===== config.mk =====
export PLATFORM = sky130hd
export DESIGN_NAME = i2c_master_bit_sequencer_unit
export DESIGN_NICKNAME = d
export VERILOG_FILES = /design/src/rtl/i2cbs_pkg.sv /design/src/rtl/i2cbs_front.sv /design/src/rtl/i2cbs_back.sv /design/src/rtl/i2c_master_bit_sequencer_unit.sv
export SDC_FILE = /design/constraint.sdc
export NUM_CORES = 1
export LEC_CHECK = 0
export ABC_AREA = 1
export BUFFER_PORTS_ARGS = -buffer_cell sky130_fd_sc_hd__buf_2
export CORE_MARGIN = 3
export CORE_UTILIZATION = 45
export CTS_BUF_LIST = sky130_fd_sc_hd__clkbuf_4
export DETAILED_ROUTE_END_ITERATION = 10
export GPL_TIMING_DRIVEN = 0
export PLACE_DENSITY = 0.72
export SYNTH_ARGS = -nofsm -noshare
export SYNTH_HDL_FRONTEND = slang
export SYNTH_SLANG_ARGS = --single-unit

===== constraint.sdc =====
create_clock -name clk -period 2.2 [get_ports clk]
set_input_delay 0.11 -clock clk [delete_from_list [all_inputs] [get_ports clk]]
set_output_delay 0.11 -clock clk [all_outputs]
set_load 0.01 [all_outputs]

===== src/rtl/i2cbs_pkg.sv =====
// Shared types and constants for the I2C master bit sequencer.
package i2cbs_pkg;

	localparam int unsigned BitsPerByte = 8;
	localparam int unsigned PhaseW      = 5;

	localparam logic [PhaseW-1:0] LenStart   = PhaseW'(4);
	localparam logic [PhaseW-1:0] LenStop    = PhaseW'(3);
	localparam logic [PhaseW-1:0] LenWrite   = PhaseW'(3 * BitsPerByte);
	localparam logic [PhaseW-1:0] LenRead    = PhaseW'(1 + 3 * BitsPerByte);
	localparam logic [PhaseW-1:0] LenSendAck = PhaseW'(3);
	localparam logic [PhaseW-1:0] LenRecvAck = PhaseW'(4);

	typedef enum logic [2:0] {
		CMD_NONE    = 3'd0,
		CMD_START   = 3'd1,
		CMD_STOP    = 3'd2,
		CMD_WRITE   = 3'd3,
		CMD_READ    = 3'd4,
		CMD_SENDACK = 3'd5,
		CMD_RECVACK = 3'd6
	} cmd_t;

	typedef struct packed {
		cmd_t                   cmd;
		logic [BitsPerByte-1:0] data;
		logic                   ack;
		logic                   sda;
	} tick_t;

endpackage


===== src/rtl/i2cbs_front.sv =====
// Front end: takes tick transactions, decodes the opcode and queues them.
module i2cbs_front #(
	parameter int unsigned QUEUE_DEPTH = 2
) (
	input  logic                             clk,
	input  logic                             arst_n,
	input  logic                             in_valid,
	output logic                             in_stall,
	input  logic [2:0]                       opcode,
	input  logic [i2cbs_pkg::BitsPerByte-1:0] data_byte,
	input  logic                             ack_level,
	input  logic                             sda_in,
	output logic                             q_valid,
	output i2cbs_pkg::tick_t                 q_head,
	input  logic                             q_pop
);

	localparam int unsigned PtrW = (QUEUE_DEPTH > 1) ? $clog2(QUEUE_DEPTH) : 1;
	localparam int unsigned CntW = $clog2(QUEUE_DEPTH + 1);
	localparam logic [PtrW-1:0] LastPtr = PtrW'(QUEUE_DEPTH - 1);
	localparam logic [CntW-1:0] FullCnt = CntW'(QUEUE_DEPTH);

	i2cbs_pkg::tick_t mem_q [QUEUE_DEPTH];
	logic [PtrW-1:0]  wr_ptr_q;
	logic [PtrW-1:0]  rd_ptr_q;
	logic [CntW-1:0]  count_q;
	i2cbs_pkg::tick_t decoded;
	logic             push;
	logic             pop;

	always_comb begin
		case (opcode)
			i2cbs_pkg::CMD_START:   decoded.cmd = i2cbs_pkg::CMD_START;
			i2cbs_pkg::CMD_STOP:    decoded.cmd = i2cbs_pkg::CMD_STOP;
			i2cbs_pkg::CMD_WRITE:   decoded.cmd = i2cbs_pkg::CMD_WRITE;
			i2cbs_pkg::CMD_READ:    decoded.cmd = i2cbs_pkg::CMD_READ;
			i2cbs_pkg::CMD_SENDACK: decoded.cmd = i2cbs_pkg::CMD_SENDACK;
			i2cbs_pkg::CMD_RECVACK: decoded.cmd = i2cbs_pkg::CMD_RECVACK;
			default:                decoded.cmd = i2cbs_pkg::CMD_NONE;
		endcase
		decoded.data = data_byte;
		decoded.ack  = ack_level;
		decoded.sda  = sda_in;
	end

	assign in_stall = (count_q == FullCnt);
	assign q_valid  = (count_q != '0);
	assign q_head   = mem_q[rd_ptr_q];
	assign push     = in_valid && !in_stall;
	assign pop      = q_pop && q_valid;

	always_ff @(posedge clk) begin
		if (push) begin
			mem_q[wr_ptr_q] <= decoded;
		end
	end

	always_ff @(posedge clk or negedge arst_n) begin
		if (!arst_n) begin
			wr_ptr_q <= '0;
			rd_ptr_q <= '0;
			count_q  <= '0;
		end else begin
			if (push) begin
				wr_ptr_q <= (wr_ptr_q == LastPtr) ? '0 : wr_ptr_q + PtrW'(1);
			end
			if (pop) begin
				rd_ptr_q <= (rd_ptr_q == LastPtr) ? '0 : rd_ptr_q + PtrW'(1);
			end
			case ({push, pop})
				2'b10:   count_q <= count_q + CntW'(1);
				2'b01:   count_q <= count_q - CntW'(1);
				default: count_q <= count_q;
			endcase
		end
	end

endmodule


===== src/rtl/i2cbs_back.sv =====
// Back end: runs one bus tick per queued transaction and registers the result.
module i2cbs_back (
	input  logic                             clk,
	input  logic                             arst_n,
	input  logic                             q_valid,
	input  i2cbs_pkg::tick_t                 q_head,
	output logic                             q_pop,
	output logic                             out_valid,
	input  logic                             out_stall,
	output logic                             scl_level,
	output logic                             sda_level,
	output logic                             busy_res,
	output logic                             done_res,
	output logic [i2cbs_pkg::BitsPerByte-1:0] read_byte,
	output logic                             ack_seen
);

	localparam int unsigned BW = i2cbs_pkg::BitsPerByte;
	localparam int unsigned PW = i2cbs_pkg::PhaseW;

	i2cbs_pkg::cmd_t active_q;
	logic [PW-1:0]   phase_q;
	logic [1:0]      sub_q;
	logic [BW-1:0]   shift_q;
	logic            scl_q;
	logic            sda_q;
	logic            ack_q;
	logic            out_valid_q;

	i2cbs_pkg::cmd_t cmd;
	logic [PW-1:0]   phase;
	logic [1:0]      sub;
	logic [BW-1:0]   shift_n;
	logic            scl_n;
	logic            sda_n;
	logic            ack_n;
	logic [1:0]      sub_n;
	logic [PW-1:0]   len;
	logic            done;

	assign q_pop = q_valid && (!out_valid_q || !out_stall);

	always_comb begin
		cmd     = active_q;
		phase   = phase_q;
		sub     = sub_q;
		shift_n = shift_q;
		scl_n   = scl_q;
		sda_n   = sda_q;
		ack_n   = ack_q;
		if (active_q == i2cbs_pkg::CMD_NONE && q_head.cmd != i2cbs_pkg::CMD_NONE) begin
			cmd   = q_head.cmd;
			phase = '0;
			sub   = '0;
			if (q_head.cmd == i2cbs_pkg::CMD_WRITE) begin
				shift_n = q_head.data;
			end
			if (q_head.cmd == i2cbs_pkg::CMD_SENDACK) begin
				sda_n = q_head.ack;
			end
		end
		sub_n = (sub == 2'd2) ? 2'd0 : sub + 2'd1;
		len   = '0;
		case (cmd)
			i2cbs_pkg::CMD_START: begin
				len = i2cbs_pkg::LenStart;
				case (phase[1:0])
					2'd0:    sda_n = 1'b1;
					2'd1:    scl_n = 1'b1;
					2'd2:    sda_n = 1'b0;
					default: scl_n = 1'b0;
				endcase
			end
			i2cbs_pkg::CMD_STOP: begin
				len = i2cbs_pkg::LenStop;
				case (phase[1:0])
					2'd0:    sda_n = 1'b0;
					2'd1:    scl_n = 1'b1;
					default: sda_n = 1'b1;
				endcase
			end
			i2cbs_pkg::CMD_WRITE: begin
				len = i2cbs_pkg::LenWrite;
				case (sub)
					2'd0:    sda_n = shift_n[BW-1];
					2'd1:    scl_n = 1'b1;
					default: begin
						scl_n   = 1'b0;
						shift_n = {shift_n[BW-2:0], 1'b0};
					end
				endcase
			end
			i2cbs_pkg::CMD_READ: begin
				len = i2cbs_pkg::LenRead;
				if (phase == '0) begin
					sda_n   = 1'b1;
					shift_n = '0;
					sub_n   = '0;
				end else begin
					case (sub)
						2'd0:    scl_n = 1'b1;
						2'd1:    shift_n = {shift_n[BW-2:0], q_head.sda};
						default: scl_n = 1'b0;
					endcase
				end
			end
			i2cbs_pkg::CMD_SENDACK: begin
				len = i2cbs_pkg::LenSendAck;
				case (phase[1:0])
					2'd1:    scl_n = 1'b1;
					2'd2:    scl_n = 1'b0;
					default: scl_n = scl_n;
				endcase
			end
			i2cbs_pkg::CMD_RECVACK: begin
				len = i2cbs_pkg::LenRecvAck;
				case (phase[1:0])
					2'd0:    sda_n = 1'b1;
					2'd1:    scl_n = 1'b1;
					2'd2:    ack_n = q_head.sda;
					default: scl_n = 1'b0;
				endcase
			end
			default: len = '0;
		endcase
		done = (cmd != i2cbs_pkg::CMD_NONE) && (phase + PW'(1) == len);
	end

	always_ff @(posedge clk or negedge arst_n) begin
		if (!arst_n) begin
			active_q    <= i2cbs_pkg::CMD_NONE;
			phase_q     <= '0;
			sub_q       <= '0;
			shift_q     <= '0;
			scl_q       <= 1'b1;
			sda_q       <= 1'b1;
			ack_q       <= 1'b0;
			out_valid_q <= 1'b0;
			scl_level   <= 1'b1;
			sda_level   <= 1'b1;
			busy_res    <= 1'b0;
			done_res    <= 1'b0;
			read_byte   <= '0;
			ack_seen    <= 1'b0;
		end else begin
			if (q_pop) begin
				active_q    <= done ? i2cbs_pkg::CMD_NONE : cmd;
				phase_q     <= done ? '0 : phase + PW'(1);
				sub_q       <= done ? '0 : sub_n;
				shift_q     <= shift_n;
				scl_q       <= scl_n;
				sda_q       <= sda_n;
				ack_q       <= ack_n;
				out_valid_q <= 1'b1;
				scl_level   <= scl_n;
				sda_level   <= sda_n;
				busy_res    <= (cmd != i2cbs_pkg::CMD_NONE) && !done;
				done_res    <= done;
				read_byte   <= (done && cmd == i2cbs_pkg::CMD_READ) ? shift_n : '0;
				ack_seen    <= done && cmd == i2cbs_pkg::CMD_RECVACK && ack_n;
			end else if (!out_stall) begin
				out_valid_q <= 1'b0;
			end
		end
	end

	assign out_valid = out_valid_q;

endmodule


===== src/rtl/i2c_master_bit_sequencer_unit.sv =====
// Top level of the I2C master bit sequencer: front queue and tick executor.
//
//  channel | valid     | stall     | payload
//  --------+-----------+-----------+---------------------------------------------
//  in      | in_valid  | in_stall  | opcode, data_byte, ack_level, sda_in
//  out     | out_valid | out_stall | scl_level, sda_level, busy_res, done_res,
//          |           |           | read_byte, ack_seen
//
// One tick transaction in, one result out; one tick per cycle sustained while out_stall is low.
// Each input passes through the queue and then the output register before its result appears.
// The queue of QUEUE_DEPTH entries absorbs output stalls; in_stall rises when it is full.
// Reset releases SCL and SDA (both 1) and leaves the sequencer idle.
module i2c_master_bit_sequencer_unit #(
	parameter int unsigned QUEUE_DEPTH = 2
) (
	input  logic                             clk,
	input  logic                             arst_n,
	input  logic                             in_valid,
	output logic                             in_stall,
	input  logic [2:0]                       opcode,
	input  logic [i2cbs_pkg::BitsPerByte-1:0] data_byte,
	input  logic                             ack_level,
	input  logic                             sda_in,
	output logic                             out_valid,
	input  logic                             out_stall,
	output logic                             scl_level,
	output logic                             sda_level,
	output logic                             busy_res,
	output logic                             done_res,
	output logic [i2cbs_pkg::BitsPerByte-1:0] read_byte,
	output logic                             ack_seen
);

	logic             q_valid;
	logic             q_pop;
	i2cbs_pkg::tick_t q_head;

	i2cbs_front #(
		.QUEUE_DEPTH(QUEUE_DEPTH)
	) u_front (
		.clk       (clk),
		.arst_n    (arst_n),
		.in_valid  (in_valid),
		.in_stall  (in_stall),
		.opcode    (opcode),
		.data_byte (data_byte),
		.ack_level (ack_level),
		.sda_in    (sda_in),
		.q_valid   (q_valid),
		.q_head    (q_head),
		.q_pop     (q_pop)
	);

	i2cbs_back u_back (
		.clk       (clk),
		.arst_n    (arst_n),
		.q_valid   (q_valid),
		.q_head    (q_head),
		.q_pop     (q_pop),
		.out_valid (out_valid),
		.out_stall (out_stall),
		.scl_level (scl_level),
		.sda_level (sda_level),
		.busy_res  (busy_res),
		.done_res  (done_res),
		.read_byte (read_byte),
		.ack_seen  (ack_seen)
	);

endmodule

== Word level (Yosys, flattened, before mapping) ==
Memories as Yosys holds them, arrays and structs flattened.
Index checks and enable logic that the tools add are counted.

* Add/sub/neg operators: 6
* Equality and inequality tests: 29
* Reductions and logical operators: 28
* Mux-type cells: 42

{| class="wikitable"
|+ Operators by type and width
! operator !! count
|-
| $mux W8 || 6
|-
| $eq A3 B3 Y1 const B || 7
|-
| $pmux W5 S4 || 1
|-
| $pmux W3 S6 || 1
|-
| $pmux W8 S2 || 1
|-
| $eq A3 B2 Y1 const B || 5
|-
| $mux W1 || 15
|-
| $pmux W1 S2 || 6
|-
| $mux W2 || 5
|-
| $mux W5 || 2
|-
| $pmux W1 S5 || 2
|-
| $logic_and A1 B1 Y1 || 9
|-
| $eq A2 B2 Y1 const B || 4
|-
| $ne A2 B2 Y1 const B || 4
|-
| $reduce_and A8 Y1 || 1
|-
| $reduce_or A2 Y1 || 4
|-
| $eq A2 B1 Y1 const B || 3
|-
| $eq A3 B1 Y1 const B || 2
|-
| $mux W3 || 2
|-
| $reduce_bool A3 Y1 || 2
|-
| $add A5 B1 Y5 const B || 1
|-
| $eq A5 B5 Y1 || 1
|-
| $logic_not A5 Y1 || 1
|-
| $reduce_bool A5 Y1 || 1
|-
| other kinds (11) || 19
|}

* Bits in writable memories: 26
* Input bits: 17
* Register bits: 37
* Memories: 1
* Output and inout bits: 15

{| class="wikitable"
|+ Memories
! name !! words !! bits a word !! rd ports !! clocked after Yosys merged registers in !! wr ports !! RTL line !! RTL
|-
| u_front.mem_q || 2 || 13 || 1 || 0 || 1 || i2cbs_front.sv:23 || <nowiki>i2cbs_pkg::tick_t mem_q [QUEUE_DEPTH];</nowiki>
|}

== Logic depth before layout (Yosys ltp) ==
An unclocked memory read counts as a cell.

* Depth after elaboration: 11
* Depth in mapped cells: 22
* Gate-level depth less buffers: 20

== Cells and area by module ==
Synthesis repeated with hierarchy kept, for this count alone.

* Cell total of the unflattened synthesis: 470
* Area total of the unflattened synthesis: 3673.5 µm²

{| class="wikitable"
|+ By module, submodules not included
! module !! seq. area each (µm²) !! cells each !! times used !! area an instance (µm²)
|-
| i2cbs_back || 828.3 || 368 || 1 || 2473.6
|-
| i2cbs_front || 880.8 || 102 || 1 || 1199.9
|}

== Worst setup path before layout ==
OpenSTA, ideal clock, no wires.

* Path kind: register to register
* Start point: register u_front.rd_ptr_q
* End point: register u_back.active_q[0]
* Path slack: -0.055 ns
* Arrival time: 2.141 ns
* Period minus slack after synthesis: 2.255 ns
* Stages on the path, launching flop included: 22
* Required time: 2.087 ns
* Buffers on the path: 2
* Path through: dfrtp_1 > buf_6 > inv_8 > nand2_2 > nand2_2 > nand3_2 > nand2_2 > buf_4 > nand2_1 > inv_1 > ha_1 > nand2_1 > inv_1 > nand4_1 > nand2_1 > nand3_1 > nand2_1 > nand2_1 > nor2_2 > nand2_1 > nand2_1 > inv_1

* Cells in the longest elaborated chain, start to end: 10
* Elaborated cells between the ends (all ways): 19
* Those cells by class: add/sub (1); eq/ne (7); mux (4); reduce/logical (6); memory (1)

{| class="wikitable"
|+ RTL lines
! element !! RTL line !! RTL
|-
| start, declared || i2cbs_front.sv:25 || <nowiki>logic [PtrW-1:0] rd_ptr_q;</nowiki>
|-
| start signal, assigned || i2cbs_front.sv:68 || <nowiki>rd_ptr_q <= (rd_ptr_q == LastPtr) ? '0 : rd_ptr_q + PtrW'(1);</nowiki>
|-
| $mem_v2 Z2 W13 * || - ||
|-
| $reduce_bool A3 Y1 || i2cbs_back.sv:51 || <nowiki>if (active_q == i2cbs_pkg::CMD_NONE && q_head.cmd != i2cbs_pkg::CMD_NONE) begin</nowiki>
|-
| $logic_and A1 B1 Y1 || i2cbs_back.sv:51 ||
|-
| $mux W3 || i2cbs_back.sv:51 ||
|-
| $eq A3 B1 Y1 (tied with other cells) || i2cbs_back.sv:64 || <nowiki>case (cmd)</nowiki>
|-
| $reduce_or A2 Y1 (no line) || - ||
|-
| $pmux W5 S4 || i2cbs_back.sv:64 ||
|-
| $eq A5 B5 Y1 || i2cbs_back.sv:126 || <nowiki>done = (cmd != i2cbs_pkg::CMD_NONE) && (phase + PW'(1) == len);</nowiki>
|-
| $logic_and A1 B1 Y1 || i2cbs_back.sv:126 ||
|-
| $mux W3 * || i2cbs_back.sv:147 || <nowiki>active_q <= done ? i2cbs_pkg::CMD_NONE : cmd;</nowiki>
|-
| end signal, assigned || i2cbs_back.sv:131 || <nowiki>active_q <= i2cbs_pkg::CMD_NONE;</nowiki>
|-
| end signal, assigned || i2cbs_back.sv:147 ||
|-
| end, declared || i2cbs_back.sv:21 || <nowiki>i2cbs_pkg::cmd_t active_q;</nowiki>
|}

Mark *: on every way between the ends. The rest lies on a longest branch, timed or not.
A chain may end at the register's enable or synchronous reset.

== Worst setup path after layout ==
* Start point: register u_back.active_q[2]
* End point: register u_back.read_byte[4] in the netlist's numbering

* Cells in the longest elaborated chain, start to end: 10
* Elaborated cells between the ends (all ways): 29
* Those cells by class: add/sub (1); eq/ne (8); mux (10); reduce/logical (10)

{| class="wikitable"
|+ RTL lines
! element !! RTL line !! RTL
|-
| $logic_not A3 Y1 || i2cbs_back.sv:51 ||
|-
| $logic_and A1 B1 Y1 || i2cbs_back.sv:51 ||
|-
| $mux W3 || i2cbs_back.sv:51 ||
|-
| $eq A3 B1 Y1 (tied with other cells) || i2cbs_back.sv:64 ||
|-
| $reduce_or A2 Y1 (no line) || - ||
|-
| $pmux W5 S4 || i2cbs_back.sv:64 ||
|-
| $eq A5 B5 Y1 || i2cbs_back.sv:126 ||
|-
| $logic_and A1 B1 Y1 || i2cbs_back.sv:126 ||
|-
| $logic_and A1 B1 Y1 || i2cbs_back.sv:159 || <nowiki>read_byte <= (done && cmd == i2cbs_pkg::CMD_READ) ? shift_n : '0;</nowiki>
|-
| $mux W8 * || i2cbs_back.sv:159 ||
|-
| end signal, assigned || i2cbs_back.sv:159 ||
|-
| end, declared || i2cbs_back.sv:14 || <nowiki>output logic [i2cbs_pkg::BitsPerByte-1:0] read_byte,</nowiki>
|}

Marked as above.

==> qor.yml <==
power:
  leakage_nw: 2.40
  ir_worst_vdd_mv: 0.730
  power_density_nw_per_um2: 1560
timing:
  worstMarginPinSlew_ns: 0.856
  finalCritPeriodShare_pct: 112
  clock_skew_ns: 0.0150
  maxSlewHeadroom_pct: 42.9
  fin_crit_ns: 2.47
  hold_viol: 0
  final-setup-viol-count: 30
  fmax_mhz: 406
  timing.final.ws_setup_ns: -0.266
  hold-worst-slack_ns: 0.0247
  drv_slew: 0
  rsz0062_at_grt: "yes"
  setup_tns_ns: -5.77
critical_path:
  worstPathArrival_ns: 2.84
  crit_start: "u_back.active_q[2]$_DFFE_PN0P_"
  crit_required_ns: 2.58
  endpoint_kind: "register"
  rr_startpoint: "u_back.active_q[2]$_DFFE_PN0P_"
  rrSetupSlack_ns: -0.27
  path_max_fanout: 7
  path_class: "register to register"
  start_kind: "register"
yosys:
  avgSynthCellArea_um2: 7.81
  synthArstFlopShare_pct: 58.7
  ys_ff_latch: 63
  yosysWarnings: 0
  synth_seq_area_share_pct: 46.3
  yosys.cell_types.count: 38
  yosys.area.top_type: "dfrtp_1"
  ys.flop_type: "dfrtp_1"
  synth_edf_count: 26
  synth_area_leaders: "dfrtp_1 24%, edfxtp_1 21%, nand2_1 18%, inv_1 5.1%, nand3_1 4.2%"
  yosysTopAreaCellShare_pct: 23.7
  netlist_top_cells_count: "182 x nand2_1, 50 x inv_1, 35 x dfrtp_1, 31 x nand3_1"
  syn_inst: 473
  synth_most_common_cell: "nand2_1"
  synth_fp_nets: 499
  synth_area_um2: 3690
outcome:
  violations: "negative setup slack"
  status: "finished, violations left"
clock_tree:
  cts_made_buffers: 9
  cts-htree-levels: 3
  cts_sinks: 63
  cts.clk_slew.worst_paths_ns: 0.12
  clk_latency_ns: 0.43
  cts_tree: "built"
  cts_root_buffer: "clkbuf_4"
  cts.path.max_buffers: 2
global_route:
  grt_max_degree: 38
  grt_first_pass_wirelength_um: 15500
  overflow: 0
  antenna_found_initial: 0
  grt_pass1_vias: 3383
  track_usage_pct: 20.2
placed_design:
  hpwl_um: 6170
  gp_congestion: 0.909
  dpl.cell_count: 606
  preCtsSetupSlack_ns: -0.431
  io_buffers: 31
finish:
  final_cells: 667
  num_antenna_cells: 0
  syn_to_final_growth_pct: 37.5
  drive_above_1_share_pct: 40.7
  nets: 586
  final_util_pct: 64.7
routing:
  viasPerCell: 5.26
  drtAntennaViolNets: 0
  drcViolationCount: 0
  num_vias: 3511
  wl_um: 9840
  avgRoutedWirePerCell_um: 14.7
  first_pass_iters: 5
  drtIter0Drc: 147
die:
  rows: 32
  ios: 32
  start_util_pct: 47.1
  die_area_um2: 9330
  die_width_um: 96.6
  die_y_um: 96.6
  coreArea_um2: 7850
run:
  drv_cap: 0
worst_hold_path:
  hold_class: "input pin to register"
  hold_start: "opcode[0]"
per-layer routing:
| layer | GRT usage, % | wire, um | part of all wire [%] | vias to the layer above |
|---|---|---|---|---|
| met4 | 6.80 | 88 | 0.89 | 0 |
| met1 | 24.8 | 4140 | 42 | 1690 |
| met3 | 3.53 | 454 | 4.6 | 11 |
| met5 | 0 | 0 | 0 | - |
| li1 | - | - | - | 1703 |
| met2 | 35.8 | 5160 | 52 | 107 |
through the flow:
stage               area (um^2)  power (mW)
finish                     5080        7.90
global route               5080        8.50
CTS                        4580        6.66
detailed placement         3990        5.22
global placement           3990        5.15
floorplan                  3710        4.42
critical path, stage by stage (launching register included):
cell and delay [ns]:
dfrtp_2 0.48, nor3_4 0.32, nand3_4 0.14, nand2_4 0.12, buf_6 0.10, ha_4 0.14
nand3_4 0.13, nand3_4 0.14, nand2_1 0.07, nand2_1 0.08, nand2_2 0.08, inv_2 0.06
nand2_2 0.05, nor2_4 0.18, buf_6 0.16, nand3_1 0.08, nand2_1 0.07
flip-flops by register name (all words and copies together), names as in the netlist:
name and count:
u_back.ack_q 1, u_back.ack_seen 1, u_back.active_q 3, u_back.busy_res 1, u_back.done_res 1, u_back.out_valid 1
u_back.phase_q 5, u_back.read_byte 8, u_back.scl_level 1, u_back.sda_level 1, u_back.shift_q 8, u_back.sub_q 2
u_front.count_q 2, u_front.mem_q 26, u_front.rd_ptr_q 1, u_front.wr_ptr_q 1
area by class of cell:
type | instances | area (um^2)
Sequential cell | 63 | 1710
Timing Repair Buffer | 76 | 546
Inverter | 57 | 241
Clock inverter | 7 | 61.3
Clock buffer | 9 | 67.6
Multi-Input combinational cell | 340 | 2240
Buffer | 13 | 88.8
Fill cell | 643 | 2770
Tap cell | 102 | 128
final timing paths:
check	depth (start not counted)	to
setup / recovery	16	u_back.read_byte[4]$_DFFE_PN0P_
hold / removal	2	u_front.mem_q[0][11]$_DFFE_PP_
setup reg to reg	16	u_back.read_byte[4]$_DFFE_PN0P_
hold reg to reg	2	u_back.scl_level$_DFFE_PN1P_
max in group asynchronous	2	u_back.active_q[0]$_DFFE_PN0P_
min in group asynchronous	2	u_back.phase_q[1]$_DFFE_PN0P_
cells by family after synthesis:
logic type | Yosys count | share of synthesized area [%]
simple gates | 272 | 32.5
mux | 1 | 0.271
compound gates | 54 | 8.87
flops | 63 | 46.3
buf+inv | 70 | 8.09
xor+xnor | 4 | 0.948
fa+ha+maj | 9 | 3.05
where the power goes:
group          internal, mW  total [mW]  switching (mW)
sequential             1.61        1.86           0.259
combinational          2.00        5.28            3.27
clock                 0.252       0.761           0.509
total                  3.86        7.90            4.04
cells in the final DEF (no fill, tap or decap), types with 7 or more instances in the layout:
master           n
nand2_1        144
inv_1           34
nand3_2         15
dlygate4sd3_1   12
nor2_1          17
buf_6           11
dfrtp_1         33
nand2_2         31
o21ai_0         16
a21oi_2          8
nand3_1         15
inv_2           17
clkbuf_4         9
nor2_2           7
buf_4           27
buf_2           33
nand2_4         18
nand4_1          8
edfxtp_1        26
repair_timing:
item	CTS	global route
pin swaps	16	48
buffers inserted	16	18
gates resized for setup	58	108
endpoints found under the setup margin	31	45
hold buffers	12	0
endpoints found under the hold margin	56	0
cloned	1	0
(Power assumes the default switching activity.)
